**config.mk**
```make
export PLATFORM = sky130hd
export DESIGN_NAME = sorted_list_insert_remove_top
export DESIGN_NICKNAME = d
export VERILOG_FILES = /design/src/design/sli_pkg.sv /design/src/design/sli_dp.sv /design/src/design/sli_ctl.sv /design/src/design/sorted_list_insert_remove_top.sv
export SDC_FILE = /design/constraint.sdc
export NUM_CORES = 1
export LEC_CHECK = 0
export BUFFER_PORTS_ARGS = -buffer_cell sky130_fd_sc_hd__buf_2
export CELL_PAD_IN_SITES_DETAIL_PLACEMENT = 1
export CELL_PAD_IN_SITES_GLOBAL_PLACEMENT = 1
export CORE_MARGIN = 2
export CORE_UTILIZATION = 25
export CTS_BUF_LIST = sky130_fd_sc_hd__clkbuf_2
export DETAILED_ROUTE_END_ITERATION = 6
export PLACE_DENSITY = 0.47
export SLEW_MARGIN = 20
export SYNTH_ARGS = -nofsm -noshare
export SYNTH_HDL_FRONTEND = slang
export SYNTH_HIERARCHICAL = 1
export SYNTH_SLANG_ARGS = --single-unit
```
**constraint.sdc**
```tcl
create_clock -name i_clk -period 6.7 [get_ports i_clk]
set_input_delay 1.34 -clock i_clk [delete_from_list [all_inputs] [get_ports i_clk]]
set_output_delay 1.34 -clock i_clk [all_outputs]
set_load 0.02 [all_outputs]
```
**src/design/sli_pkg.sv**
```systemverilog
// sli_pkg: shared types for the sorted list block
// state, status and command codes, controller to datapath command and status words
// no dependencies
`default_nettype none

package sli_pkg;

    // operation carried in the input tuser
    typedef enum logic {
        CMD_INSERT = 1'b0,
        CMD_REMOVE = 1'b1
    } t_cmd;

    // result status carried in the output tuser
    typedef enum logic [2:0] {
        ST_INSERTED = 3'd0,
        ST_REMOVED  = 3'd1,
        ST_NOTFOUND = 3'd2,
        ST_EMPTY    = 3'd3,
        ST_FULL     = 3'd4
    } t_status;

    typedef enum logic [2:0] {
        S_IDLE,
        S_START,
        S_SCAN,
        S_HEAD,
        S_RESP
    } t_state;

    // source and target of a store write
    typedef enum logic [1:0] {
        WR_SHIFT_UP,   // entry moves one slot up
        WR_VAL_UP,     // new value lands above the compared entry
        WR_SHIFT_DN,   // entry moves one slot down over the removed one
        WR_VAL_HEAD    // new value lands in slot zero
    } t_wr_sel;

    typedef struct packed {
        logic    load;
        logic    rd_en;
        logic    wr_en;
        t_wr_sel wr_sel;
        logic    set_found;
        logic    fill_inc;
        logic    fill_dec;
    } t_dp_ctl;

    typedef struct packed {
        logic is_rem;
        logic empty;
        logic full;
        logic rd_last;
        logic dat_last;
        logic gt;
        logic eq;
        logic found;
    } t_dp_sts;

endpackage

`default_nettype wire

```
**src/design/sli_dp.sv**
```systemverilog
// sli_dp: datapath of the sorted list, entry store, walk indices and fill count
// depends on sli_pkg
`default_nettype none

module sli_dp #(
    parameter int CAPACITY = 16
) (
    input  wire                          i_clk,
    input  wire                          i_rst_n,
    input  wire sli_pkg::t_dp_ctl        i_ctl,
    input  wire                          i_cmd,
    input  wire [31:0]                   i_value,
    output sli_pkg::t_dp_sts             o_sts,
    output logic [$clog2(CAPACITY+1)-1:0] o_fill
);

    localparam int AW = (CAPACITY > 1) ? $clog2(CAPACITY) : 1;
    localparam int CW = $clog2(CAPACITY + 1);

    logic [31:0]     mem [CAPACITY];
    logic [31:0]     r_rd_data;
    sli_pkg::t_cmd   r_cmd;
    logic [31:0]     r_val;
    logic [CW-1:0]   r_fill;
    logic [CW-1:0]   n_fill;
    logic [AW-1:0]   r_rd_idx;
    logic [AW-1:0]   r_dat_idx;
    logic            r_found;
    logic [AW-1:0]   fill_m1;
    logic [AW-1:0]   wr_addr;
    logic [31:0]     wr_data;
    logic            is_rem;

    assign is_rem  = (r_cmd == sli_pkg::CMD_REMOVE);
    assign fill_m1 = AW'(r_fill - CW'(1));

    // write address and data
    always_comb begin
        unique case (i_ctl.wr_sel)
            sli_pkg::WR_SHIFT_UP: begin
                wr_addr = r_dat_idx + AW'(1);
                wr_data = r_rd_data;
            end
            sli_pkg::WR_VAL_UP: begin
                wr_addr = r_dat_idx + AW'(1);
                wr_data = r_val;
            end
            sli_pkg::WR_SHIFT_DN: begin
                wr_addr = r_dat_idx - AW'(1);
                wr_data = r_rd_data;
            end
            default: begin
                wr_addr = '0;
                wr_data = r_val;
            end
        endcase
    end

    // entry store, one write and one registered read a cycle
    always_ff @(posedge i_clk) begin
        if (i_ctl.wr_en) begin
            mem[wr_addr] <= wr_data;
        end
        if (i_ctl.rd_en) begin
            r_rd_data <= mem[r_rd_idx];
        end
    end

    always_comb begin
        n_fill = r_fill;
        if (i_ctl.fill_inc) begin
            n_fill = r_fill + CW'(1);
        end else if (i_ctl.fill_dec) begin
            n_fill = r_fill - CW'(1);
        end
    end

    always_ff @(posedge i_clk) begin
        if (!i_rst_n) begin
            r_fill  <= '0;
            r_found <= 1'b0;
        end else begin
            r_fill <= n_fill;
            if (i_ctl.load) begin
                r_found <= 1'b0;
            end else if (i_ctl.set_found) begin
                r_found <= 1'b1;
            end
        end
    end

    // command word and walk indices; insert walks down from the top, remove walks up
    always_ff @(posedge i_clk) begin
        if (i_ctl.load) begin
            r_cmd    <= sli_pkg::t_cmd'(i_cmd);
            r_val    <= i_value;
            r_rd_idx <= (sli_pkg::t_cmd'(i_cmd) == sli_pkg::CMD_REMOVE) ? '0 : fill_m1;
        end else if (i_ctl.rd_en) begin
            r_dat_idx <= r_rd_idx;
            r_rd_idx  <= is_rem ? (r_rd_idx + AW'(1)) : (r_rd_idx - AW'(1));
        end
    end

    always_comb begin
        o_sts.is_rem   = is_rem;
        o_sts.empty    = (r_fill == '0);
        o_sts.full     = (r_fill >= CW'(CAPACITY));
        o_sts.rd_last  = is_rem ? (r_rd_idx == fill_m1) : (r_rd_idx == '0);
        o_sts.dat_last = is_rem ? (r_dat_idx == fill_m1) : (r_dat_idx == '0);
        o_sts.gt       = ($signed(r_rd_data) > $signed(r_val));
        o_sts.eq       = (r_rd_data == r_val);
        o_sts.found    = r_found;
    end

    assign o_fill = r_fill;

endmodule

`default_nettype wire

```
**src/design/sli_ctl.sv**
```systemverilog
// sli_ctl: controller state machine of the sorted list walk
// depends on sli_pkg
`default_nettype none

module sli_ctl (
    input  wire                 i_clk,
    input  wire                 i_rst_n,
    input  wire                 i_in_valid,
    input  wire                 i_out_free,
    input  wire sli_pkg::t_dp_sts i_sts,
    output sli_pkg::t_dp_ctl    o_ctl,
    output logic                o_in_ready,
    output logic                o_res_load,
    output sli_pkg::t_status    o_status
);

    sli_pkg::t_state  r_state;
    sli_pkg::t_state  n_state;
    logic             r_issue;
    logic             n_issue;
    sli_pkg::t_status r_status;
    sli_pkg::t_status n_status;

    always_ff @(posedge i_clk) begin
        if (!i_rst_n) begin
            r_state  <= sli_pkg::S_IDLE;
            r_issue  <= 1'b0;
            r_status <= sli_pkg::ST_INSERTED;
        end else begin
            r_state  <= n_state;
            r_issue  <= n_issue;
            r_status <= n_status;
        end
    end

    always_comb begin
        n_state    = r_state;
        n_issue    = r_issue;
        n_status   = r_status;
        o_ctl      = '0;
        o_in_ready = 1'b0;
        o_res_load = 1'b0;
        unique case (r_state)
            sli_pkg::S_IDLE: begin
                o_in_ready = 1'b1;
                if (i_in_valid) begin
                    o_ctl.load = 1'b1;
                    n_state    = sli_pkg::S_START;
                end
            end
            sli_pkg::S_START: begin
                if (!i_sts.is_rem && i_sts.full) begin
                    n_status = sli_pkg::ST_FULL;
                    n_state  = sli_pkg::S_RESP;
                end else if (!i_sts.is_rem && i_sts.empty) begin
                    o_ctl.wr_en    = 1'b1;
                    o_ctl.wr_sel   = sli_pkg::WR_VAL_HEAD;
                    o_ctl.fill_inc = 1'b1;
                    n_status       = sli_pkg::ST_INSERTED;
                    n_state        = sli_pkg::S_RESP;
                end else if (i_sts.is_rem && i_sts.empty) begin
                    n_status = sli_pkg::ST_EMPTY;
                    n_state  = sli_pkg::S_RESP;
                end else begin
                    o_ctl.rd_en = 1'b1;
                    n_issue     = !i_sts.rd_last;
                    n_state     = sli_pkg::S_SCAN;
                end
            end
            sli_pkg::S_SCAN: begin
                // read of the next entry overlaps the compare of the current one
                o_ctl.rd_en = r_issue;
                n_issue     = r_issue && !i_sts.rd_last;
                if (!i_sts.is_rem) begin
                    o_ctl.wr_en = 1'b1;
                    if (i_sts.gt) begin
                        o_ctl.wr_sel = sli_pkg::WR_SHIFT_UP;
                        if (i_sts.dat_last) begin
                            n_state = sli_pkg::S_HEAD;
                        end
                    end else begin
                        o_ctl.wr_sel   = sli_pkg::WR_VAL_UP;
                        o_ctl.fill_inc = 1'b1;
                        n_status       = sli_pkg::ST_INSERTED;
                        n_state        = sli_pkg::S_RESP;
                    end
                end else begin
                    if (i_sts.found) begin
                        o_ctl.wr_en  = 1'b1;
                        o_ctl.wr_sel = sli_pkg::WR_SHIFT_DN;
                    end else if (i_sts.eq) begin
                        o_ctl.set_found = 1'b1;
                    end
                    if (i_sts.dat_last) begin
                        if (i_sts.found || i_sts.eq) begin
                            o_ctl.fill_dec = 1'b1;
                            n_status       = sli_pkg::ST_REMOVED;
                        end else begin
                            n_status = sli_pkg::ST_NOTFOUND;
                        end
                        n_state = sli_pkg::S_RESP;
                    end
                end
            end
            sli_pkg::S_HEAD: begin
                o_ctl.wr_en    = 1'b1;
                o_ctl.wr_sel   = sli_pkg::WR_VAL_HEAD;
                o_ctl.fill_inc = 1'b1;
                n_status       = sli_pkg::ST_INSERTED;
                n_state        = sli_pkg::S_RESP;
            end
            sli_pkg::S_RESP: begin
                n_issue = 1'b0;
                if (i_out_free) begin
                    o_res_load = 1'b1;
                    n_state    = sli_pkg::S_IDLE;
                end
            end
            default: begin
                n_state = sli_pkg::S_IDLE;
            end
        endcase
    end

    assign o_status = r_status;

endmodule

`default_nettype wire

```
**src/design/sorted_list_insert_remove_top.sv**
```systemverilog
// sorted_list_insert_remove_top: bounded sorted list with insert and remove commands
// depends on sli_pkg, sli_ctl, sli_dp
//
// keeps up to CAPACITY signed 32-bit entries in ascending order, duplicates allowed.
// an insert word (tuser 0) places the value after every entry less than or equal to it;
// a remove word (tuser 1) deletes the first entry equal to the value. each input word
// yields one output word: tuser carries the status (0 inserted, 1 removed, 2 not found,
// 3 list empty, 4 list full) and tdata the entry count after the command, low 5 bits.
// the entries sit in a single memory with one write and one registered read port; a
// walk reads one entry a cycle while the previous entry is compared and moved. insert
// into a full list, remove from an empty list and insert into an empty list need no walk.
// a new word is taken once the previous result sits in the output register, even while
// that result still waits for the sink. no clearing pass is needed after reset.
`default_nettype none

module sorted_list_insert_remove_top #(
    parameter int CAPACITY = 16
) (
    input  wire         i_clk,
    input  wire         i_rst_n,
    // input word
    input  wire         i_s_axis_tvalid,
    output logic        o_s_axis_tready,
    input  wire  [31:0] i_s_axis_tdata,   // [31:0] value
    input  wire         i_s_axis_tuser,   // [0] cmd
    // result word
    output logic        o_m_axis_tvalid,
    input  wire         i_m_axis_tready,
    output logic [7:0]  o_m_axis_tdata,   // [4:0] entry_count, [7:5] zero
    output logic [2:0]  o_m_axis_tuser    // [2:0] status
);

    localparam int CW = $clog2(CAPACITY + 1);

    sli_pkg::t_dp_ctl ctl;
    sli_pkg::t_dp_sts sts;
    sli_pkg::t_status res_status;
    logic             res_load;
    logic             out_free;
    logic [CW-1:0]    fill;

    // output register, parts the walk from the sink
    logic             r_o_tvalid;
    logic [2:0]       r_o_status;
    logic [4:0]       r_o_count;

    assign out_free = !r_o_tvalid || i_m_axis_tready;

    sli_ctl u_ctl (
        .i_clk      (i_clk),
        .i_rst_n    (i_rst_n),
        .i_in_valid (i_s_axis_tvalid),
        .i_out_free (out_free),
        .i_sts      (sts),
        .o_ctl      (ctl),
        .o_in_ready (o_s_axis_tready),
        .o_res_load (res_load),
        .o_status   (res_status)
    );

    sli_dp #(
        .CAPACITY (CAPACITY)
    ) u_dp (
        .i_clk   (i_clk),
        .i_rst_n (i_rst_n),
        .i_ctl   (ctl),
        .i_cmd   (i_s_axis_tuser),
        .i_value (i_s_axis_tdata),
        .o_sts   (sts),
        .o_fill  (fill)
    );

    always_ff @(posedge i_clk) begin
        if (!i_rst_n) begin
            r_o_tvalid <= 1'b0;
        end else if (res_load) begin
            r_o_tvalid <= 1'b1;
        end else if (i_m_axis_tready) begin
            r_o_tvalid <= 1'b0;
        end
    end

    // count is already updated when the result is loaded
    always_ff @(posedge i_clk) begin
        if (res_load) begin
            r_o_status <= res_status;
            r_o_count  <= 5'(fill);
        end
    end

    assign o_m_axis_tvalid = r_o_tvalid;
    assign o_m_axis_tuser  = r_o_status;
    assign o_m_axis_tdata  = {3'b000, r_o_count};

endmodule

`default_nettype wire

```
==> impl_results.md, run 1 <==
* Status: finished clean
* Initial antenna violation count at 6
* CP Data Required Time at 7.62 ns
* Hold Slack at 0.232 ns
* Hold path depth at 1
* RSZ-0062 raised after global routing: no
* Worst-path clk slew at 0.10 ns
* Worst r2r src: u_dp/r_val[30]
* Most common cell after layout, fill and taps aside: edfxtp_1
* Flops & latches, synth at 607
* Hold endpoint: u_dp/r_val[14]
* Die Wd at 316 µm
* Initial Util at 0.252
* Number of H-tree levels at 4
* CP arrival at 6.95 ns
* Num ports at 50
* Post-synth EDFFs at 593
* Pre-antenna DRT Iters at 5
* Design area at 28,100 µm²
* Final core utilization at 0.291
* Worst R2R End: u_dp/mem[6][8]
* Max-slew violations at 0
* Most frequent cells in the layout: edfxtp_1 (593), clkbuf_2 (253), mux4_2 (160), buf_2 (46), inv_1 (42)
* Relative slew slack at 0.328
* Mapped cell area at 24,300 µm²
* CTS tree: built
* Vias per cell at 4.36
* Num CTS Buffers at 169
* Die height at 316 µm
* Number of global-route vias before repair at 13,400
* Final period demand of the worst path at 6.03 ns
* Synth warnings at 6
* CTS Buffer Depth at 3
* Count of final setup violators at 0
* Cell variety after synth at 58
* Max-capacitance violation count at 0
* Class of the worst hold path: input port to register
* Sequential area share after synthesis at 0.743
* Slew @ Worst Pin at 1.01 ns
* Area of the multi-input gates at 5910 µm²
* FF+latch area at 18,100 µm²
* Post-route ant nets at 0
* Nets at 1,442
* Maximum number of pins on one net before global-route repair at 134
* Clock Latency Late Sink at 1.36 ns
* Post-cts sizing count at 0
* Crit end category: register
* Peak supply drop at 300 µV
* Worst hold start: i_s_axis_tdata[14]
* GPL Wtd Cong at 0.713
* DRC at 0
* Max Clk Rate at 166 MHz
* IO buf count at 46
* Placed Area at 26,300 µm²
* Fillers at 9,930
* Share of cells above drive strength 1 at 0.386
* WS Path Type: register to register
* Detailed-route via count at 12,100
* Most used DFF post-synth: edfxtp_1
* Reg-to-reg slack, setup at 0.67 ns
* Worst Clk Skew at 0.101 ns
* Die ar. at 99,900 µm²
* GRT Total Usage at 0.123
* Worst r2r path cells at 17
* Row count at 114
* WL/cell at 21.6 µm
* Power per cell area at 345 nW/µm²
* Cells after Synth at 1,147
* Worst-path maximum fanout at 29
* Area delta synth->final at 15.5%
* Final HPWL DP at 34,900 µm
* Syn avg cell area at 21.2 µm²
* CTS root buf: clkbuf_2
* Worst setup SP type: register
* Clock Sinks at 607
* Lkg Pwr at 9.23 nW
* Core box area at 96,600 µm²
* GRT overflow at 0
* DRT iter0 DRCs at 665
* Ys async rst share at 0
* Tcrit/Tclk final at 0.900
* Post-Route WL at 60,000 µm
* First-pass GRT wire length at 88,700 µm
* Setup_tns at 0 ns
* Hold violation count in the final report at 0
==> flip-flops by register name, indices dropped and copies added, names as in the netlist, 3 cells and up <==
register / count
u_dp/mem: 512
u_dp/r_dat_idx: 4
o_m_axis_tuser: 3
r_o_count: 5
u_dp/r_rd_data: 32
u_dp/r_val: 32
u_ctl/o_status: 3
u_dp/r_rd_idx: 4
u_ctl/r_state: 3
u_dp/o_fill: 5
==> report_power, final <==
group          internal [mW]  leakage, nW  switching [mW]
Combinational           1.03         2.58            1.34
Sequential              4.58         5.47          0.0761
Clock                   1.07         1.18            1.60
==> area by class of cell <==
cell class / instances / share of cell area
inverter: 42 / 0.00561
tap: 1276 / 0.0568
clock buffer: 253 / 0.0450
sequential: 607 / 0.643
timing repair buffer: 104 / 0.0285
multi-input combinational: 440 / 0.210
antenna: 4 / 0.000356
clock inverter: 51 / 0.0104
==> routing by layer <==
| layer | track usage | wire (µm) |
|---|---|---|
| met5 | 0 | 0 |
| met2 | 0.205 | 30300 |
| met4 | 0.0414 | 1020 |
| met1 | 0.156 | 26400 |
| met3 | 0.0315 | 2330 |
==> per-stage QoR <==
stage               instances  power, mW  setup slack, ns
detailed placement       2447       7.21            0.645
finish                   2777       9.71            0.671
global placement         2447       7.19            0.850
global route             2777       10.3            0.222
floorplan                1149       6.41           -0.305
CTS                      2772       9.97            0.503
==> worst max path at each step <==
stage	start	end	slack, ns	cells past startpoint
3_3_place_gp	u_dp/r_rd_data[14]	u_dp/mem[6][19]	0.85	17
6_report	u_dp/r_val[30]	u_dp/mem[6][8]	0.67	17
2_1_floorplan	u_dp/r_rd_data[31]	u_dp/mem[10][0]	-0.30	17
4_1_cts	u_dp/r_val[30]	u_dp/mem[6][8]	0.50	17
3_5_place_dp	u_dp/r_rd_data[31]	u_dp/mem[6][18]	0.65	16
5_1_grt	u_dp/r_val[30]	u_dp/mem[6][16]	0.22	17
==> kinds of logic after synthesis <==
kind of cell,count (synthesis),share of synthesized area
flip-flops,607,0.743
multiplexers,198,0.165
AND/OR/NAND/NOR,112,0.0252
buffers and inverters,102,0.0202
AO/OA/AOI/OAI,71,0.0189
adder cells (fa/ha/maj),41,0.0217
XOR/XNOR,15,0.00540
other,1,0.000154
==> cell usage after synthesis, types with 6 or more instances <==
master    count  area (µm²)
a21oi_1      20         100
buf_1        10        37.5
buf_2         8        40.0
buf_4         6        45.0
buf_6        10         113
clkbuf_1     25        93.8
dfxtp_1      14         280
edfxtp_1    593       17800
ha_1         39         488
inv_1        42         158
mux2_2       35         394
mux4_2      160        3600
nand2_1      21        78.8
nand4_1      10        62.6
nor2_1       14        52.6
nor2b_1       6        37.5
nor3_1       21         105
o21ai_0      16        80.1
o22ai_1       7        43.8
xnor2_1       9        78.8
xor2_1        6        52.6
==> critical path, stage by stage (launching register included) <==
cell,delay [ns]
edfxtp_1,0.38
inv_1,0.05
ha_1,0.31
nand4_1,0.28
or4_1,0.75
nor4_1,0.64
a211oi_1,0.18
or2_2,0.39
o21ai_4,0.14
nand2b_1,0.19
inv_1,0.11
ha_1,0.28
a21o_1,0.16
a21oi_1,0.16
xnor2_1,0.24
mux2_2,0.49
nor3_4,0.29
buf_4,0.52
==> what timing repair did <==
item / 4_1_cts / 5_1_grt
buffers inserted: 0 / 0
endpoints found under the setup margin: 0 / 0
endpoints found under the hold margin: 21 / 0
hold buffers: 21 / 0
(Power assumes the default switching activity.)
==> run 2: changes to the inputs <==
--- a/config.mk
+++ b/config.mk
@@ -6,13 +6,12 @@
 export NUM_CORES = 1
 export LEC_CHECK = 0
 export BUFFER_PORTS_ARGS = -buffer_cell sky130_fd_sc_hd__buf_2
-export CELL_PAD_IN_SITES_DETAIL_PLACEMENT = 1
-export CELL_PAD_IN_SITES_GLOBAL_PLACEMENT = 1
 export CORE_MARGIN = 2
 export CORE_UTILIZATION = 25
 export CTS_BUF_LIST = sky130_fd_sc_hd__clkbuf_2
 export DETAILED_ROUTE_END_ITERATION = 6
-export PLACE_DENSITY = 0.47
+export GPL_TIMING_DRIVEN = 0
+export PLACE_DENSITY = 0.44
 export SLEW_MARGIN = 20
 export SYNTH_ARGS = -nofsm -noshare
 export SYNTH_HDL_FRONTEND = slang
==> impl_results.md, run 2 (synthesis gave the netlist of run 1 again) <==
* Placed Area at 27,300 µm² (+3.9%)
* Post-route ant nets at 0 (unchanged)
* Max Clk Rate at 157 MHz (-5.3%)
* Design area at 29,000 µm² (+3.1%)
* Part of the power in the clock network at 0.268 (-0.007)
* Core box area at 96,600 µm² (unchanged)
* RSZ-0062 raised after global routing: no
* Class of the worst hold path: input port to register
* CTS root buf: clkbuf_2
* CTS tree: built
* Area delta synth->final at 19.1%
* Number of flip-flops in the largest register at 512 (unchanged)
* Pre-antenna DRT Iters at 5 (unchanged)
* Final period demand of the worst path at 6.37 ns (+0.339 ns)
* Worst-path maximum fanout at 8 (-72%)
* Number of global-route vias before repair at 13,400 (+0.060%)
* Nets at 1,541 (+6.9%)
* Grt peak-use layer: met2
* Combinational power share at 0.259 (+0.014)
* Power per cell area at 340 nW/µm² (-1.3%)
* GRT overflow at 0 (unchanged)
* Worst Clk Skew at 0.111 ns (+0.00997 ns)
* Maximum number of pins on one net before global-route repair at 17 (-87%)
* Final core utilization at 0.300 (+0.00889)
* Worst-path clk slew at 0.11 ns (about the same)
* Vias per cell at 4.42 (+1.4%)
* Switching power at 3.08 mW (+2.1%)
* Peak supply drop at 153 µV (-49%)
* Routing usage on met3 at 0.0345 (+0.00301)
* Clock Latency Late Sink at 1.32 ns (-0.04 ns)
* CTS Buffer Depth at 3 (unchanged)
* Setup_tns at 0 ns (unchanged)
* CP Data Required Time at 7.68 ns (+0.06 ns)
* Net Sw Frac at 0.313 (+0.00120)
* Initial antenna violation count at 3 (-3)
* Count of final setup violators at 0 (unchanged)
* DRT iter0 DRCs at 963 (+45%)
* GR Layer Usage met1 at 0.175 (+0.0193)
* Num CTS Buffers at 164 (-3.0%)
* First-pass GRT wire length at 92,900 µm (+4.7%)
* Dpl cells at 2,567 (+4.9%)
* Fillers at 9,466 (-4.7%)
* Met2 Use GR at 0.211 (+0.00562)
* Largest registers: u_dp/mem: 512 flops, u_dp/r_rd_data: 32 flops, u_dp/r_val: 32 flops
* CP arrival at 7.35 ns (+0.40 ns)
* GRT Total Usage at 0.132 (+0.00877)
* Relative slew slack at 0.249 (-0.0795)
* Clock Sinks at 607 (unchanged)
* Sequential share of power at 0.473 (-0.007)
* Final HPWL DP at 43,700 µm (+25%)
* Die height at 316 µm (unchanged)
* Slew @ Worst Pin at 1.13 ns (+0.122 ns)
* Worst setup SP type: register
* Place WS at -1.03 ns (-1.67 ns)
* Max-capacitance violation count at 0 (unchanged)
* Initial Util at 0.252 (unchanged)
* Worst r2r path cells at 21 (+4)
* Most common cell after layout, fill and taps aside: edfxtp_1
* Worst setup margin at 0.331 ns (-0.339 ns)
* Num ports at 50 (unchanged)
* Hold path depth at 1 (unchanged)
* Most frequent cells in the layout: edfxtp_1 (593), clkbuf_2 (231), mux4_2 (160), buf_4 (63), buf_2 (60)
* WL/cell at 22.6 µm (+4.8%)
* Die ar. at 99,900 µm² (unchanged)
* Largest reg by FF count: u_dp/mem
* Number of H-tree levels at 4 (unchanged)
* Die Wd at 316 µm (unchanged)
* Hold violation count in the final report at 0 (unchanged)
* Post-Route WL at 64,700 µm (+7.8%)
* Detailed-route via count at 12,600 (+4.3%)
* Row count at 114 (unchanged)
* Internal power at 6.78 mW (+1.5%)
* Max-slew violations at 0 (unchanged)
* Share of cells above drive strength 1 at 0.408 (+0.0215)
* DRC at 0 (unchanged)
* Lkg Pwr at 9.71 nW (+5.3%)
* Tcrit/Tclk final at 0.951 (+0.0506)
* WS Path Type: register to register
* Status: finished clean
* IO buf count at 46 (unchanged)
* Crit end category: register
* GPL Wtd Cong at 0.725 (+1.6%)
* Final Non-Filler Cells at 2,857 (+2.9%)
==> run 2: per-stage QoR <==
stage,power [mW],hold slack (ns)
detailed placement,7.34,0.413
global route,10.4,0.0387
finish,9.87,0.216
global placement,7.25,0.414
floorplan,6.41,0.406
CTS,10.1,0.0178
==> run 2: final timing paths <==
path	startpoint	to	slack (ns)
setup / recovery	u_dp/r_val[14]	u_dp/mem[13][16]	0.33
hold / removal	i_s_axis_tdata[21]	u_dp/r_val[21]	0.22
setup reg to reg	u_dp/r_val[14]	u_dp/mem[13][16]	0.33
hold reg to reg	u_ctl/o_status[2]	o_m_axis_tuser[2]	0.43
==> run 2: routing by layer <==
| metal | routed length, µm | share of wire | vias up |
|---|---|---|---|
| li1 | - | - | 5488 |
| met2 | 31600 | 0.49 | 338 |
| met4 | 1050 | 0.016 | 2 |
| met5 | 11 | 0.00017 | - |
| met1 | 28700 | 0.44 | 6714 |
| met3 | 3290 | 0.051 | 85 |
==> run 2: timing repair <==
item,4_1_cts,5_1_grt
setup buffers,1,4
pin swaps,2,3
hold endpoints to repair,2,0
resized for setup,4,8
hold buffers,2,0
setup endpoints to repair,507,275
==> run 2: critical path, cell delays in order (launching register included) <==
cell and delay [ns]:
edfxtp_1 0.40, inv_1 0.06, ha_1 0.30, nand4_1 0.17, or3_1 0.56, o22ai_1 0.49
o31ai_1 0.19, a211oi_2 0.48, or2_2 0.22, o21ai_0 0.11, buf_4 0.23, nand2b_1 0.22
inv_1 0.17, ha_1 0.25, a21o_1 0.16, a21oi_1 0.18, xnor2_1 0.25, mux2_2 0.55
nor3_4 0.42, buf_6 0.22, buf_4 0.21, buf_6 0.17
==> run 2: layout make-up <==
class | instances | area, µm² | area share
antenna | 1 | 2.50 | 0.0000863
buffer | 59 | 333 | 0.0115
clock buffer | 230 | 1150 | 0.0397
clock inverter | 53 | 352 | 0.0121
inverter | 42 | 158 | 0.00544
multi-input combinational | 440 | 6000 | 0.207
sequential | 607 | 18100 | 0.624
tap | 1276 | 1600 | 0.0551
timing repair buffer | 149 | 1310 | 0.0450
==> run 2: power groups by stage <==
| stage | sequential [mW] | clock, mW | combinational [mW] |
|---|---|---|---|
| 6_report | 4.67 | 2.64 | 2.56 |
| 5_1_grt | 4.69 | 2.97 | 2.76 |
| 4_1_cts | 4.67 | 2.77 | 2.61 |
| 3_5_place_dp | 4.76 | 0 | 2.59 |
| 3_3_place_gp | 4.79 | 0 | 2.46 |
| 2_1_floorplan | 4.73 | 0 | 1.68 |
